### config.mk
export PLATFORM = sky130hd
export DESIGN_NAME = periodic_timer_table_top
export DESIGN_NICKNAME = d
export VERILOG_FILES = /design/src/hw/rtl/ptt_pkg.sv /design/src/hw/rtl/periodic_timer_table_top.sv /design/src/hw/rtl/ptt_ram.sv /design/src/hw/rtl/ptt_ctrl.sv /design/src/hw/rtl/ptt_datapath.sv
export SDC_FILE = /design/constraint.sdc
export NUM_CORES = 1
export LEC_CHECK = 0
export BUFFER_PORTS_ARGS = -buffer_cell sky130_fd_sc_hd__buf_2
export CAP_MARGIN = 20
export CELL_PAD_IN_SITES_DETAIL_PLACEMENT = 1
export CELL_PAD_IN_SITES_GLOBAL_PLACEMENT = 1
export CORE_UTILIZATION = 25
export CTS_BUF_LIST = sky130_fd_sc_hd__clkbuf_8
export CTS_CLUSTER_DIAMETER = 30
export DETAILED_ROUTE_END_ITERATION = 8
export PLACE_DENSITY = 0.45
export SYNTH_ARGS = -nofsm -noshare
export SYNTH_HDL_FRONTEND = slang
export SYNTH_SLANG_ARGS = --single-unit
### constraint.sdc
create_clock -name clock -period 7.6 [get_ports clock]
set_clock_uncertainty 0.1 [all_clocks]
set_input_delay 1.14 -clock clock [delete_from_list [all_inputs] [get_ports clock]]
set_output_delay 1.14 -clock clock [all_outputs]
set_load 0.03 [all_outputs]
### src/hw/rtl/ptt_pkg.sv
// shared types and constants of the periodic timer table
// no dependencies; used by the controller, the datapath and the top level

package ptt_pkg;

   // request commands
   typedef enum logic [1:0] {
      CMD_ADD   = 2'd0,
      CMD_START = 2'd1,
      CMD_STOP  = 2'd2,
      CMD_POLL  = 2'd3
   } cmd_type;

   // response kinds
   typedef enum logic [2:0] {
      KIND_ADDED     = 3'd0,
      KIND_FULL      = 3'd1,
      KIND_FOUND     = 3'd2,
      KIND_NOT_FOUND = 3'd3,
      KIND_FIRED     = 3'd4,
      KIND_NO_FIRE   = 3'd5
   } kind_type;

   // controller states
   typedef enum logic [2:0] {
      ST_IDLE,
      ST_ADD,
      ST_READ,
      ST_CHECK,
      ST_FINISH
   } state_type;

   // at most this many fired responses per poll
   localparam int unsigned MAX_REPORTS = 8;
   localparam int unsigned REP_W       = 4;

   // controller to datapath
   typedef struct packed {
      logic capture;
      logic add_commit;
      logic miss_load;
      logic found_commit;
      logic walk_inc;
      logic fire_reload;
      logic fire_report;
      logic finish;
   } ctrl_cmd_type;

   // datapath to controller
   typedef struct packed {
      cmd_type cmd;
      logic    walk_end;
      logic    id_match;
      logic    fire;
      logic    report_ok;
      logic    pend_valid;
      logic    out_free;
   } ctrl_status_type;

endpackage

### src/hw/rtl/periodic_timer_table_top.sv
// Periodic timer table, top level. One request is taken at a time: an add
// passes through the add and finish states, while a start, stop or poll
// reads each slot from the slot stores through a registered read port and
// checks it in the next cycle; a start or stop ends at the first slot whose
// id matches, and a poll checks every used slot. Each response waits in an
// output register while rsp_stall holds, and a second fired response of a
// poll waits there too, stretching the poll by the stalled cycles. A new
// request is taken as soon as the last response of the previous one sits
// in that register. Slot stores need no clearing after reset.
// depends on ptt_pkg, ptt_ctrl and ptt_datapath

module periodic_timer_table_top #(
   parameter int NUM_TIMERS = 8
) (
   input  logic               clock,
   input  logic               reset,
   input  logic               req_valid,
   output logic               req_stall,
   input  logic [1:0]         req_cmd,
   input  logic [31:0]        req_now_ms,
   input  logic signed [15:0] req_timer_id,
   input  logic [31:0]        req_interval_ms,
   input  logic               req_enable_now,
   output logic               rsp_valid,
   input  logic               rsp_stall,
   output logic [2:0]         rsp_kind,
   output logic signed [15:0] rsp_event_id,
   output logic [2:0]         rsp_slot_index,
   output logic               rsp_last_of_run
);

   ptt_pkg::ctrl_cmd_type    ctrl_cmd;
   ptt_pkg::ctrl_status_type ctrl_status;

   // sequencer
   ptt_ctrl u_ctrl (
      .clock     (clock),
      .reset     (reset),
      .req_valid (req_valid),
      .req_cmd   (req_cmd),
      .req_stall (req_stall),
      .status    (ctrl_status),
      .cmd       (ctrl_cmd)
   );

   // slot stores and response path
   ptt_datapath #(.NUM_TIMERS(NUM_TIMERS)) u_datapath (
      .clock           (clock),
      .reset           (reset),
      .req_cmd         (req_cmd),
      .req_now_ms      (req_now_ms),
      .req_timer_id    (req_timer_id),
      .req_interval_ms (req_interval_ms),
      .req_enable_now  (req_enable_now),
      .rsp_stall       (rsp_stall),
      .rsp_valid       (rsp_valid),
      .rsp_kind        (rsp_kind),
      .rsp_event_id    (rsp_event_id),
      .rsp_slot_index  (rsp_slot_index),
      .rsp_last_of_run (rsp_last_of_run),
      .cmd             (ctrl_cmd),
      .status          (ctrl_status)
   );

endmodule

### src/hw/rtl/ptt_ram.sv
// generic single write port ram with registered read
// no dependencies

module ptt_ram #(
   parameter int WIDTH = 32,
   parameter int DEPTH = 8
) (
   input  logic                                     clock,
   input  logic                                     wr_en,
   input  logic [((DEPTH > 1) ? $clog2(DEPTH) : 1)-1:0] wr_addr,
   input  logic [WIDTH-1:0]                         wr_data,
   input  logic [((DEPTH > 1) ? $clog2(DEPTH) : 1)-1:0] rd_addr,
   output logic [WIDTH-1:0]                         rd_data_ff
);

   logic [WIDTH-1:0] mem_ff [DEPTH];

   // write port
   always_ff @(posedge clock) begin
      if (wr_en) begin
         mem_ff[wr_addr] <= wr_data;
      end
   end

   // registered read port
   always_ff @(posedge clock) begin
      rd_data_ff <= mem_ff[rd_addr];
   end

endmodule

### src/hw/rtl/ptt_ctrl.sv
// controller state machine of the periodic timer table
// depends on ptt_pkg; drives the datapath through command signals

module ptt_ctrl (
   input  logic                     clock,
   input  logic                     reset,
   input  logic                     req_valid,
   input  logic [1:0]               req_cmd,
   output logic                     req_stall,
   input  ptt_pkg::ctrl_status_type status,
   output ptt_pkg::ctrl_cmd_type    cmd
);

   ptt_pkg::state_type state_ff, state_in;
   logic               is_search;
   logic               fire_blocked;

   assign is_search    = (status.cmd == ptt_pkg::CMD_START) ||
                         (status.cmd == ptt_pkg::CMD_STOP);
   assign fire_blocked = status.fire && status.report_ok &&
                         status.pend_valid && !status.out_free;

   // state register
   always_ff @(posedge clock) begin
      if (reset) begin
         state_ff <= ptt_pkg::ST_IDLE;
      end else begin
         state_ff <= state_in;
      end
   end

   // next state
   always_comb begin
      state_in = state_ff;
      unique case (state_ff)
         ptt_pkg::ST_IDLE: begin
            if (req_valid) begin
               state_in = (ptt_pkg::cmd_type'(req_cmd) == ptt_pkg::CMD_ADD) ?
                          ptt_pkg::ST_ADD : ptt_pkg::ST_READ;
            end
         end
         ptt_pkg::ST_ADD: begin
            state_in = ptt_pkg::ST_FINISH;
         end
         ptt_pkg::ST_READ: begin
            state_in = status.walk_end ? ptt_pkg::ST_FINISH : ptt_pkg::ST_CHECK;
         end
         ptt_pkg::ST_CHECK: begin
            if (is_search) begin
               state_in = status.id_match ? ptt_pkg::ST_FINISH : ptt_pkg::ST_READ;
            end else if (!fire_blocked) begin
               state_in = ptt_pkg::ST_READ;
            end
         end
         ptt_pkg::ST_FINISH: begin
            if (status.out_free) begin
               state_in = ptt_pkg::ST_IDLE;
            end
         end
         default: state_in = ptt_pkg::ST_IDLE;
      endcase
   end

   // outputs
   always_comb begin
      cmd       = '0;
      req_stall = 1'b1;
      unique case (state_ff)
         ptt_pkg::ST_IDLE: begin
            req_stall   = 1'b0;
            cmd.capture = req_valid;
         end
         ptt_pkg::ST_ADD: begin
            cmd.add_commit = 1'b1;
         end
         ptt_pkg::ST_READ: begin
            cmd.miss_load = status.walk_end && is_search;
         end
         ptt_pkg::ST_CHECK: begin
            if (is_search) begin
               cmd.found_commit = status.id_match;
               cmd.walk_inc     = !status.id_match;
            end else if (!fire_blocked) begin
               cmd.fire_reload = status.fire;
               cmd.fire_report = status.fire && status.report_ok;
               cmd.walk_inc    = 1'b1;
            end
         end
         ptt_pkg::ST_FINISH: begin
            cmd.finish = status.out_free;
         end
         default: begin
            cmd = '0;
         end
      endcase
   end

endmodule

### src/hw/rtl/ptt_datapath.sv
// datapath of the periodic timer table: request registers, slot stores,
// walk counter, pending and output response registers
// depends on ptt_pkg and ptt_ram

module ptt_datapath #(
   parameter int NUM_TIMERS = 8
) (
   input  logic                     clock,
   input  logic                     reset,
   input  logic [1:0]               req_cmd,
   input  logic [31:0]              req_now_ms,
   input  logic signed [15:0]       req_timer_id,
   input  logic [31:0]              req_interval_ms,
   input  logic                     req_enable_now,
   input  logic                     rsp_stall,
   output logic                     rsp_valid,
   output logic [2:0]               rsp_kind,
   output logic signed [15:0]       rsp_event_id,
   output logic [2:0]               rsp_slot_index,
   output logic                     rsp_last_of_run,
   input  ptt_pkg::ctrl_cmd_type    cmd,
   output ptt_pkg::ctrl_status_type status
);

   localparam int IW = (NUM_TIMERS > 1) ? $clog2(NUM_TIMERS) : 1;
   localparam int CW = $clog2(NUM_TIMERS + 1);

   // request registers
   ptt_pkg::cmd_type   cmd_ff;
   logic [31:0]        now_ff;
   logic signed [15:0] id_ff;
   logic [31:0]        ivl_ff;
   logic               en_ff;

   // control registers
   logic [CW-1:0]             walk_ff, walk_in;
   logic [CW-1:0]             used_ff, used_in;
   logic [NUM_TIMERS-1:0]     enabled_ff, enabled_in;
   logic [ptt_pkg::REP_W-1:0] rep_ff, rep_in;
   logic                      pend_valid_ff, pend_valid_in;
   logic                      rsp_valid_ff, rsp_valid_in;

   // response payload registers
   ptt_pkg::kind_type  pend_kind_ff, pend_kind_in;
   logic signed [15:0] pend_id_ff, pend_id_in;
   logic [2:0]         pend_slot_ff, pend_slot_in;
   ptt_pkg::kind_type  out_kind_ff, out_kind_in;
   logic signed [15:0] out_id_ff, out_id_in;
   logic [2:0]         out_slot_ff, out_slot_in;
   logic               out_last_ff, out_last_in;

   // slot stores
   logic [15:0]   rd_event_id;
   logic [31:0]   rd_interval;
   logic [31:0]   rd_last_time;
   logic [IW-1:0] walk_addr, used_addr, wr_addr;
   logic          ev_wr_en, lt_wr_en;

   logic          used_full, id_match, due, fire, out_free, push_pend;
   logic [CW+2:0] walk_wide, used_wide;
   logic [2:0]    walk_slot, used_slot;
   logic [31:0]   wrap_gap;
   logic [32:0]   due_sum;

   assign walk_addr = walk_ff[IW-1:0];
   assign used_addr = used_ff[IW-1:0];
   assign wr_addr   = cmd.add_commit ? used_addr : walk_addr;
   assign walk_wide = (CW + 3)'(walk_ff);
   assign used_wide = (CW + 3)'(used_ff);
   assign walk_slot = walk_wide[2:0];
   assign used_slot = used_wide[2:0];
   assign used_full = (used_ff == CW'(NUM_TIMERS));

   assign ev_wr_en = cmd.add_commit && !used_full;
   assign lt_wr_en = (ev_wr_en && en_ff) ||
                     (cmd.found_commit && (cmd_ff == ptt_pkg::CMD_START)) ||
                     cmd.fire_reload;

   ptt_ram #(.WIDTH(16), .DEPTH(NUM_TIMERS)) u_event_id_ram (
      .clock      (clock),
      .wr_en      (ev_wr_en),
      .wr_addr    (wr_addr),
      .wr_data    (id_ff),
      .rd_addr    (walk_addr),
      .rd_data_ff (rd_event_id)
   );

   ptt_ram #(.WIDTH(32), .DEPTH(NUM_TIMERS)) u_interval_ram (
      .clock      (clock),
      .wr_en      (ev_wr_en),
      .wr_addr    (wr_addr),
      .wr_data    (ivl_ff),
      .rd_addr    (walk_addr),
      .rd_data_ff (rd_interval)
   );

   ptt_ram #(.WIDTH(32), .DEPTH(NUM_TIMERS)) u_last_time_ram (
      .clock      (clock),
      .wr_en      (lt_wr_en),
      .wr_addr    (wr_addr),
      .wr_data    (now_ff),
      .rd_addr    (walk_addr),
      .rd_data_ff (rd_last_time)
   );

   // due test, wrapped and unwrapped cases side by side
   assign wrap_gap = (32'hFFFF_FFFF - rd_last_time) + now_ff;
   assign due_sum  = {1'b0, rd_last_time} + {1'b0, rd_interval};
   assign due      = (now_ff < rd_last_time) ? (wrap_gap >= rd_interval) :
                                               (due_sum <= {1'b0, now_ff});
   assign fire     = enabled_ff[walk_addr] && due;
   assign id_match = (rd_event_id == id_ff);

   assign out_free  = !rsp_valid_ff || !rsp_stall;
   assign push_pend = cmd.fire_report && pend_valid_ff;

   // status to the controller
   always_comb begin
      status.cmd        = cmd_ff;
      status.walk_end   = (walk_ff >= used_ff);
      status.id_match   = id_match;
      status.fire       = fire;
      status.report_ok  = (rep_ff < ptt_pkg::REP_W'(ptt_pkg::MAX_REPORTS));
      status.pend_valid = pend_valid_ff;
      status.out_free   = out_free;
   end

   // request capture
   always_ff @(posedge clock) begin
      if (cmd.capture) begin
         cmd_ff <= ptt_pkg::cmd_type'(req_cmd);
         now_ff <= req_now_ms;
         id_ff  <= req_timer_id;
         ivl_ff <= req_interval_ms;
         en_ff  <= req_enable_now;
      end
   end

   // walk counter, fill count, enables and report count
   always_comb begin
      walk_in    = walk_ff;
      used_in    = used_ff;
      enabled_in = enabled_ff;
      rep_in     = rep_ff;
      if (cmd.capture) begin
         walk_in = '0;
         rep_in  = '0;
      end
      if (cmd.walk_inc) begin
         walk_in = walk_ff + CW'(1);
      end
      if (ev_wr_en) begin
         used_in               = used_ff + CW'(1);
         enabled_in[used_addr] = en_ff;
      end
      if (cmd.found_commit) begin
         enabled_in[walk_addr] = (cmd_ff == ptt_pkg::CMD_START);
      end
      if (cmd.fire_report) begin
         rep_in = rep_ff + ptt_pkg::REP_W'(1);
      end
   end

   // pending response, held until the next one shows whether it is last
   always_comb begin
      pend_valid_in = pend_valid_ff;
      pend_kind_in  = pend_kind_ff;
      pend_id_in    = pend_id_ff;
      pend_slot_in  = pend_slot_ff;
      if (cmd.add_commit) begin
         pend_valid_in = 1'b1;
         pend_kind_in  = used_full ? ptt_pkg::KIND_FULL : ptt_pkg::KIND_ADDED;
         pend_id_in    = id_ff;
         pend_slot_in  = used_full ? 3'd0 : used_slot;
      end else if (cmd.miss_load) begin
         pend_valid_in = 1'b1;
         pend_kind_in  = ptt_pkg::KIND_NOT_FOUND;
         pend_id_in    = id_ff;
         pend_slot_in  = 3'd0;
      end else if (cmd.found_commit) begin
         pend_valid_in = 1'b1;
         pend_kind_in  = ptt_pkg::KIND_FOUND;
         pend_id_in    = rd_event_id;
         pend_slot_in  = walk_slot;
      end else if (cmd.fire_report) begin
         pend_valid_in = 1'b1;
         pend_kind_in  = ptt_pkg::KIND_FIRED;
         pend_id_in    = rd_event_id;
         pend_slot_in  = walk_slot;
      end else if (cmd.finish) begin
         pend_valid_in = 1'b0;
      end
   end

   // output register
   always_comb begin
      rsp_valid_in = rsp_valid_ff && rsp_stall;
      out_kind_in  = out_kind_ff;
      out_id_in    = out_id_ff;
      out_slot_in  = out_slot_ff;
      out_last_in  = out_last_ff;
      if (push_pend) begin
         rsp_valid_in = 1'b1;
         out_kind_in  = pend_kind_ff;
         out_id_in    = pend_id_ff;
         out_slot_in  = pend_slot_ff;
         out_last_in  = 1'b0;
      end else if (cmd.finish) begin
         rsp_valid_in = 1'b1;
         out_kind_in  = pend_valid_ff ? pend_kind_ff : ptt_pkg::KIND_NO_FIRE;
         out_id_in    = pend_valid_ff ? pend_id_ff : 16'sd0;
         out_slot_in  = pend_valid_ff ? pend_slot_ff : 3'd0;
         out_last_in  = 1'b1;
      end
   end

   // control registers
   always_ff @(posedge clock) begin
      if (reset) begin
         walk_ff       <= '0;
         used_ff       <= '0;
         enabled_ff    <= '0;
         rep_ff        <= '0;
         pend_valid_ff <= 1'b0;
         rsp_valid_ff  <= 1'b0;
      end else begin
         walk_ff       <= walk_in;
         used_ff       <= used_in;
         enabled_ff    <= enabled_in;
         rep_ff        <= rep_in;
         pend_valid_ff <= pend_valid_in;
         rsp_valid_ff  <= rsp_valid_in;
      end
   end

   // payload registers
   always_ff @(posedge clock) begin
      pend_kind_ff <= pend_kind_in;
      pend_id_ff   <= pend_id_in;
      pend_slot_ff <= pend_slot_in;
      out_kind_ff  <= out_kind_in;
      out_id_ff    <= out_id_in;
      out_slot_ff  <= out_slot_in;
      out_last_ff  <= out_last_in;
   end

   assign rsp_valid       = rsp_valid_ff;
   assign rsp_kind        = out_kind_ff;
   assign rsp_event_id    = out_id_ff;
   assign rsp_slot_index  = out_slot_ff;
   assign rsp_last_of_run = out_last_ff;

   // fill count stays within the table
   a_used_bound: assert property (@(posedge clock) disable iff (reset)
      used_ff <= CW'(NUM_TIMERS))
      else $error("slot fill count beyond table size");

   // a poll never reports more than the limit
   a_rep_bound: assert property (@(posedge clock) disable iff (reset)
      rep_ff <= ptt_pkg::REP_W'(ptt_pkg::MAX_REPORTS))
      else $error("too many fired responses in one poll");

   // a pending response is only replaced when it can move to the output
   a_pend_push: assert property (@(posedge clock) disable iff (reset)
      (cmd.fire_report && pend_valid_ff) |-> out_free)
      else $error("pending response overwritten");

   // finishing a run always presents a last response next cycle
   a_finish_last: assert property (@(posedge clock) disable iff (reset)
      cmd.finish |=> (rsp_valid_ff && out_last_ff && !pend_valid_ff))
      else $error("run ended without a last response");

endmodule
### Word-level counts from Yosys, hierarchy flattened

Memories as Yosys holds them, arrays and structs flattened. A register that Yosys moved wholly into a read port is not among the register bits.
Cells that the tools add are included.

* bits in registers: 153
* memory bits (writable): 640
* word-level logic and storage cells: 144
* memories: 3

Memories
* u_datapath.u_interval_ram.mem_ff: words 8, bits a word 32, read ports 1, clocked after Yosys merged registers in 1, write ports 1, RTL line ptt_ram.sv:16 `logic [WIDTH-1:0] mem_ff [DEPTH];`
* u_datapath.u_last_time_ram.mem_ff: words 8, bits a word 32, read ports 1, clocked after Yosys merged registers in 1, write ports 1, RTL line ptt_ram.sv:16
* u_datapath.u_event_id_ram.mem_ff: words 8, bits a word 16, read ports 1, clocked after Yosys merged registers in 1, write ports 1, RTL line ptt_ram.sv:16

* add/subtract/negate cells: 6
* magnitude comparators: 9
* equal/unequal tests: 11
* multiplexer cells: 67
* reductions and logical operators: 29

Operator list (number)
* $mux 16: 7
* $mux 3: 23
* $add 32x32->33: 1
* $le 33x32->1: 1
* $add 32x32->32: 1
* $ge 32x32->1: 1
* $lt 32x32->1: 1
* $sub 32x32->32 const A: 1
* $mux 1: 23
* $bwmux 8: 2
* $eq 16x16->1: 1
* $mux 4: 4
* $mux 8: 2
* $pmux 3 s5: 1
* $add 4x1->4 const B: 3
* $logic_and 1x1->1: 12
* $lt 3x4->1 const B: 2
* $demux 1 s3: 2
* $eq 3x2->1 const B: 2
* $ge 3x1->1 const B: 2
* $reduce_bool 2->1: 3
* $logic_not 1->1: 5
* $reduce_bool 5->1: 1
* $eq 4x4->1 const B: 1
* other kinds (16): 20

### Depth between registers and ports, before layout

* word-level depth: 16
* gate-level depth with buffers: 25

### Cells and area by module

Synthesis repeated with hierarchy kept, for this count alone.

* cell total of the unflattened synthesis: 2161
* area total of the unflattened synthesis: 37360.8 µm²

By module, submodules not included
* ptt_ram at u_datapath.u_interval_ram ...: times used 2, cells each 415, area each 10466.3 µm²
* ptt_datapath: times used 1, cells each 1079, area each 10832.9 µm²
* ptt_ram at u_datapath.u_event_id_ram: times used 1, cells each 214, area each 5293.8 µm²
* ptt_ctrl: times used 1, cells each 38, area each 301.5 µm²

### Least setup slack after synthesis

Ideal clock, no wire load.

* kind: register -> register
* start: register u_datapath.now_ff[1]
* end: memory u_datapath.u_last_time_ram.mem_ff[5][0], enable pin
* setup time: 0.421 ns
* arrival time: 5.873 ns
* slack: 1.206 ns
* stages on the path, launching flop included: 22
* cells stage by stage: edfxtp_1 ha_1 a211o_1 a2111oi_2 o211ai_1 nor3b_1 o32a_1 a41oi_1 nand2b_1 a21bo_2 a21oi_1 xnor2_1 ha_1 o21a_1 o21ai_0 o21ai_0 or2_2 o31ai_1 or4b_1 nand2_2 o21ai_0 nor2_1

* longest elaborated chain between the ends: 13
* elaborated cells between the ends (all ways): 15
* classes of those cells: add/sub (1); order compare (3); mux (6); reduce/logical (5)

Ends and longest elaborated chain
* from (decl): RTL line ptt_datapath.sv:30 `logic [31:0] now_ff;`
* from (signal assigned): RTL line ptt_datapath.sv:132 `now_ff <= req_now_ms;`
* $add 32x32->32: RTL line ptt_datapath.sv:107 `assign wrap_gap = (32'hFFFF_FFFF - rd_last_time) + now_ff;`
* $ge 32x32->1: RTL line ptt_datapath.sv:109 `assign due = (now_ff < rd_last_time) ? (wrap_gap >= rd_interval) :`
* $mux 1 *: RTL line ptt_datapath.sv:109
* $logic_and 1x1->1 *: RTL line ptt_datapath.sv:111 `assign fire = enabled_ff[walk_addr] && due;`
* $logic_and 1x1->1 (2 in a row): RTL line ptt_ctrl.sv:20 `assign fire_blocked = status.fire && status.report_ok &&`
* $logic_and 1x1->1: RTL line ptt_ctrl.sv:21 `status.pend_valid && !status.out_free;`
* $mux 3 *: RTL line ptt_ctrl.sv:83 `end else if (!fire_blocked) begin`
* $mux 2 *: RTL line ptt_ctrl.sv:80 `if (is_search) begin`
* $mux 4 *: RTL line ptt_ctrl.sv:68 `unique case (state_ff)`
* $logic_or 1x1->1 *: RTL line ptt_datapath.sv:76 `(cmd.found_commit && (cmd_ff == ptt_pkg::CMD_START)) ||`
* $mux 1 *: RTL line ptt_ram.sv:20 `if (wr_en) begin`
* $mux 1 (implied by the code) *: RTL line ptt_ram.sv:21 `mem_ff[wr_addr] <= wr_data;`
* to (decl): RTL line ptt_ram.sv:16

Mark *: on every way between the ends. The rest lies on a longest branch, timed or not.

### Worst setup path after layout

* start: register u_datapath.now_ff[0]
* end: memory u_datapath.u_last_time_ram.mem_ff[5][18], enable pin

Same word-level chain as after synthesis.

==> metrics.txt <==
RR Startpoint=u_datapath.now_ff[0]; Total Wirelength=106700 microns; post-DR vias/cell=4.616; # hold bufs at CTS=0; Final min period=6.473 ns; CTS clock-pin slew for the worst setup and hold paths=0.05 ns; clk_lat worst skew=0.92 ns; reg2reg setup slack=1.13 ns; Post-route DRC=0; Max Cap Viol=0; Setup Fix Bufs, Post-CTS=0; core area=139500 sq um; critical path's most frequent cell=o21ai_0; status=finished clean; Int Power=10.16 mW; WP data arrival=6.92 ns; CTS sink cnt=873; Die Footprint=142200 sq um; CP max stage cell=edfxtp_1; Hold WS=0.3025 ns; Seq pwr share=0.420; wire per inst=22.86 microns; Worst setup SP type=register; Slew headroom=0.2852; yosys warns=0; Leakage Power=15.02 nW; commonest non-fill, non-tap cell in the layout=edfxtp_1; EDFF count, synth=767; FF-to-FF path depth=25; combinational fraction of design power=0.138; initial antenna violation count=6; largest net degree at the start of global routing=51; flops & latches, synth=873; 1st-pass router iterations=5; WP depth=25; Hold Path Cell Cnt=1; Mapped Nets=2555; top achievable clock speed=0.1545 GHz; most frequent cells in the layout=edfxtp_1, a22oi_1, clkbuf_8; Die H=377.1 microns; initial core utilization=0.2520; Crit path buffers/inverters=3; total negative slack=0 ns; Crit path required time=8.05 ns; Net Switching=4.007 mW; DIE WIDTH=377.1 microns; sequential area share after synthesis=0.7153; CP peak stage delay=0.57 ns; synthesized area per cell=15.11 sq um; layout net count=2832; # placed instances=4269; min-delay src=req_now_ms[4]; Max rail drop VDD=0.0001727 V; Routed Antenna Nets=0; Reg2Reg Capture Point=u_datapath.u_last_time_ram.mem_ff[5][18]; IO Port Bufs=111; share of cells above drive strength 1=0.2067; post-layout util=0.3095; Slew @ Worst Pin=1.072 ns; Mapped Cells=2328; DR iter-0 viols=1106; Rows=137; CTS tree=yes; Post-CTS Resized=0; I/O pin count=112; final hold vios=0; routability cong.=0.8002; crit-path max FO=32; vias in the first global route=23760; Critical Path Sink Type=register; clock network fraction of total power=0.442; GRT Overall Usage=0.1499; Final period util=0.8517; ys flop type=edfxtp_1; H-tree Lvls=4; synth unique cells=81; clock buffer depth=3; Setup-failing EPs final=0; hold crit path type=primary input to register; routed vias=21550; RSZ-0062 raised after global routing=false; CP Class=register to register; Synth async-reset ratio=0; Hold Path End=u_datapath.now_ff[4]; global-route wire length before repair=156100 microns; CP top delay family=compound AO/OA/AOI/OAI gates; area grow syn2layout=22.79%; Slew Viols, Final=0; pwr dens=328.2 nW/um^2; CTS Root Cell=clkbuf_8; sw frac=0.2827; total grt overflow=0; mapped cell area=35170 sq um; DPL Wire Length=63390 microns; Tot Pwr=14.17 mW; fin cells=4668; CTS Buf Count=209
## cells by family after synthesis
group	count (synthesis)	share of synthesized area
adders and majority gates	140	0.05024
buffers and inverters	216	0.02398
muxes	27	0.008468
xor gates and xnor gates	72	0.01793
DFF	873	0.7153
AOI/OAI and AO/OA	629	0.1272
and+or+nand+nor	371	0.05689
## sequential cells by signal, indices dropped and copies added (netlist names), 4 cells and up
register,count
u_datapath.walk_ff,4
u_datapath.pend_id_ff,16
u_datapath.u_event_id_ram.rd_data_ff,16
u_datapath.ivl_ff,32
u_datapath.u_last_time_ram.rd_data_ff,32
u_datapath.rep_ff,4
u_datapath.used_ff,4
u_datapath.u_last_time_ram.mem_ff,256
u_datapath.now_ff,32
u_datapath.rsp_event_id,16
u_datapath.id_ff,16
u_datapath.enabled_ff,8
u_datapath.u_event_id_ram.mem_ff,128
u_datapath.u_interval_ram.rd_data_ff,32
u_datapath.u_interval_ram.mem_ff,256
## through the flow
| step | area [sq um] | worst slack [ns] |
|---|---|---|
| global route | 43180 | 0.6590 |
| CTS | 43160 | 0.6916 |
| finish | 43180 | 1.127 |
| global placement | 38280 | 0.8083 |
| detailed placement | 38280 | 0.7247 |
| floorplan | 35170 | 1.206 |
## cell usage after synthesis, types with 7 or more instances
| library cell | count | area share |
|---|---|---|
| o21ai_0 | 59 | 0.0084 |
| nor2_1 | 63 | 0.0067 |
| nor2b_1 | 23 | 0.0041 |
| edfxtp_1 | 767 | 0.65 |
| a21o_1 | 40 | 0.0085 |
| nand2b_1 | 19 | 0.0034 |
| a211oi_1 | 7 | 0.0015 |
| dfxtp_1 | 106 | 0.060 |
| mux2_2 | 18 | 0.0058 |
| a311oi_1 | 8 | 0.0020 |
| nand4_1 | 91 | 0.016 |
| o21bai_1 | 12 | 0.0026 |
| xor2_1 | 26 | 0.0065 |
| ha_1 | 138 | 0.049 |
| nand3_1 | 21 | 0.0030 |
| a22oi_1 | 320 | 0.068 |
| a21oi_1 | 85 | 0.012 |
| inv_1 | 128 | 0.014 |
| o21a_1 | 19 | 0.0041 |
| nand2_1 | 61 | 0.0065 |
| a221oi_1 | 9 | 0.0022 |
| a31oi_1 | 11 | 0.0020 |
| mux2i_1 | 8 | 0.0023 |
| and2_1 | 28 | 0.0050 |
| xnor2_1 | 46 | 0.011 |
| clkbuf_1 | 82 | 0.0088 |
| nor3_1 | 26 | 0.0037 |
## routing by layer
| metal | vias to the layer above | wire, microns | track usage |
|---|---|---|---|
| li1 | 9849 | - | - |
| met1 | 11130 | 49050 | 0.1949 |
| met2 | 413 | 51860 | 0.2502 |
| met3 | 155 | 3717 | 0.02689 |
| met4 | 0 | 2095 | 0.05054 |
| met5 | - | 0 | 0 |
## how the worst max path moves through the flow
| stage | startpoint | end | slack, ns |
|---|---|---|---|
| 2_1_floorplan | u_datapath.now_ff[1] | u_datapath.u_last_time_ram.mem_ff[5][0] | 1.21 |
| 3_3_place_gp | u_datapath.now_ff[0] | u_datapath.rsp_event_id[0] | 0.81 |
| 6_report | u_datapath.now_ff[0] | u_datapath.u_last_time_ram.mem_ff[5][18] | 1.13 |
| 5_1_grt | u_datapath.now_ff[0] | u_datapath.u_last_time_ram.mem_ff[5][18] | 0.66 |
| 3_5_place_dp | u_datapath.now_ff[0] | u_datapath.rsp_event_id[2] | 0.72 |
| 4_1_cts | u_datapath.now_ff[2] | u_datapath.rsp_kind[2] | 0.69 |
## power by group through the flow
stage	sequential (mW)	clock [mW]	combinational [mW]
global placement	6.03	0	1.96
detailed placement	6.05	0	1.99
global route	5.99	6.64	2.20
CTS	5.96	6.43	2.00
floorplan	5.91	0	1.33
finish	5.95	6.26	1.96
## final cells by class
cell class / instances / area, sq um
inverter: 128 / 483.0
timing repair buffer: 154 / 985.9
sequential: 873 / 25150
antenna: 1 / 2.502
clock buffer: 219 / 3014
multi-input combinational: 1239 / 9328
tap: 1876 / 2347
fill: 14740 / 96350
clock inverter: 178 / 1867
Power figures use the tool's default switching activity.
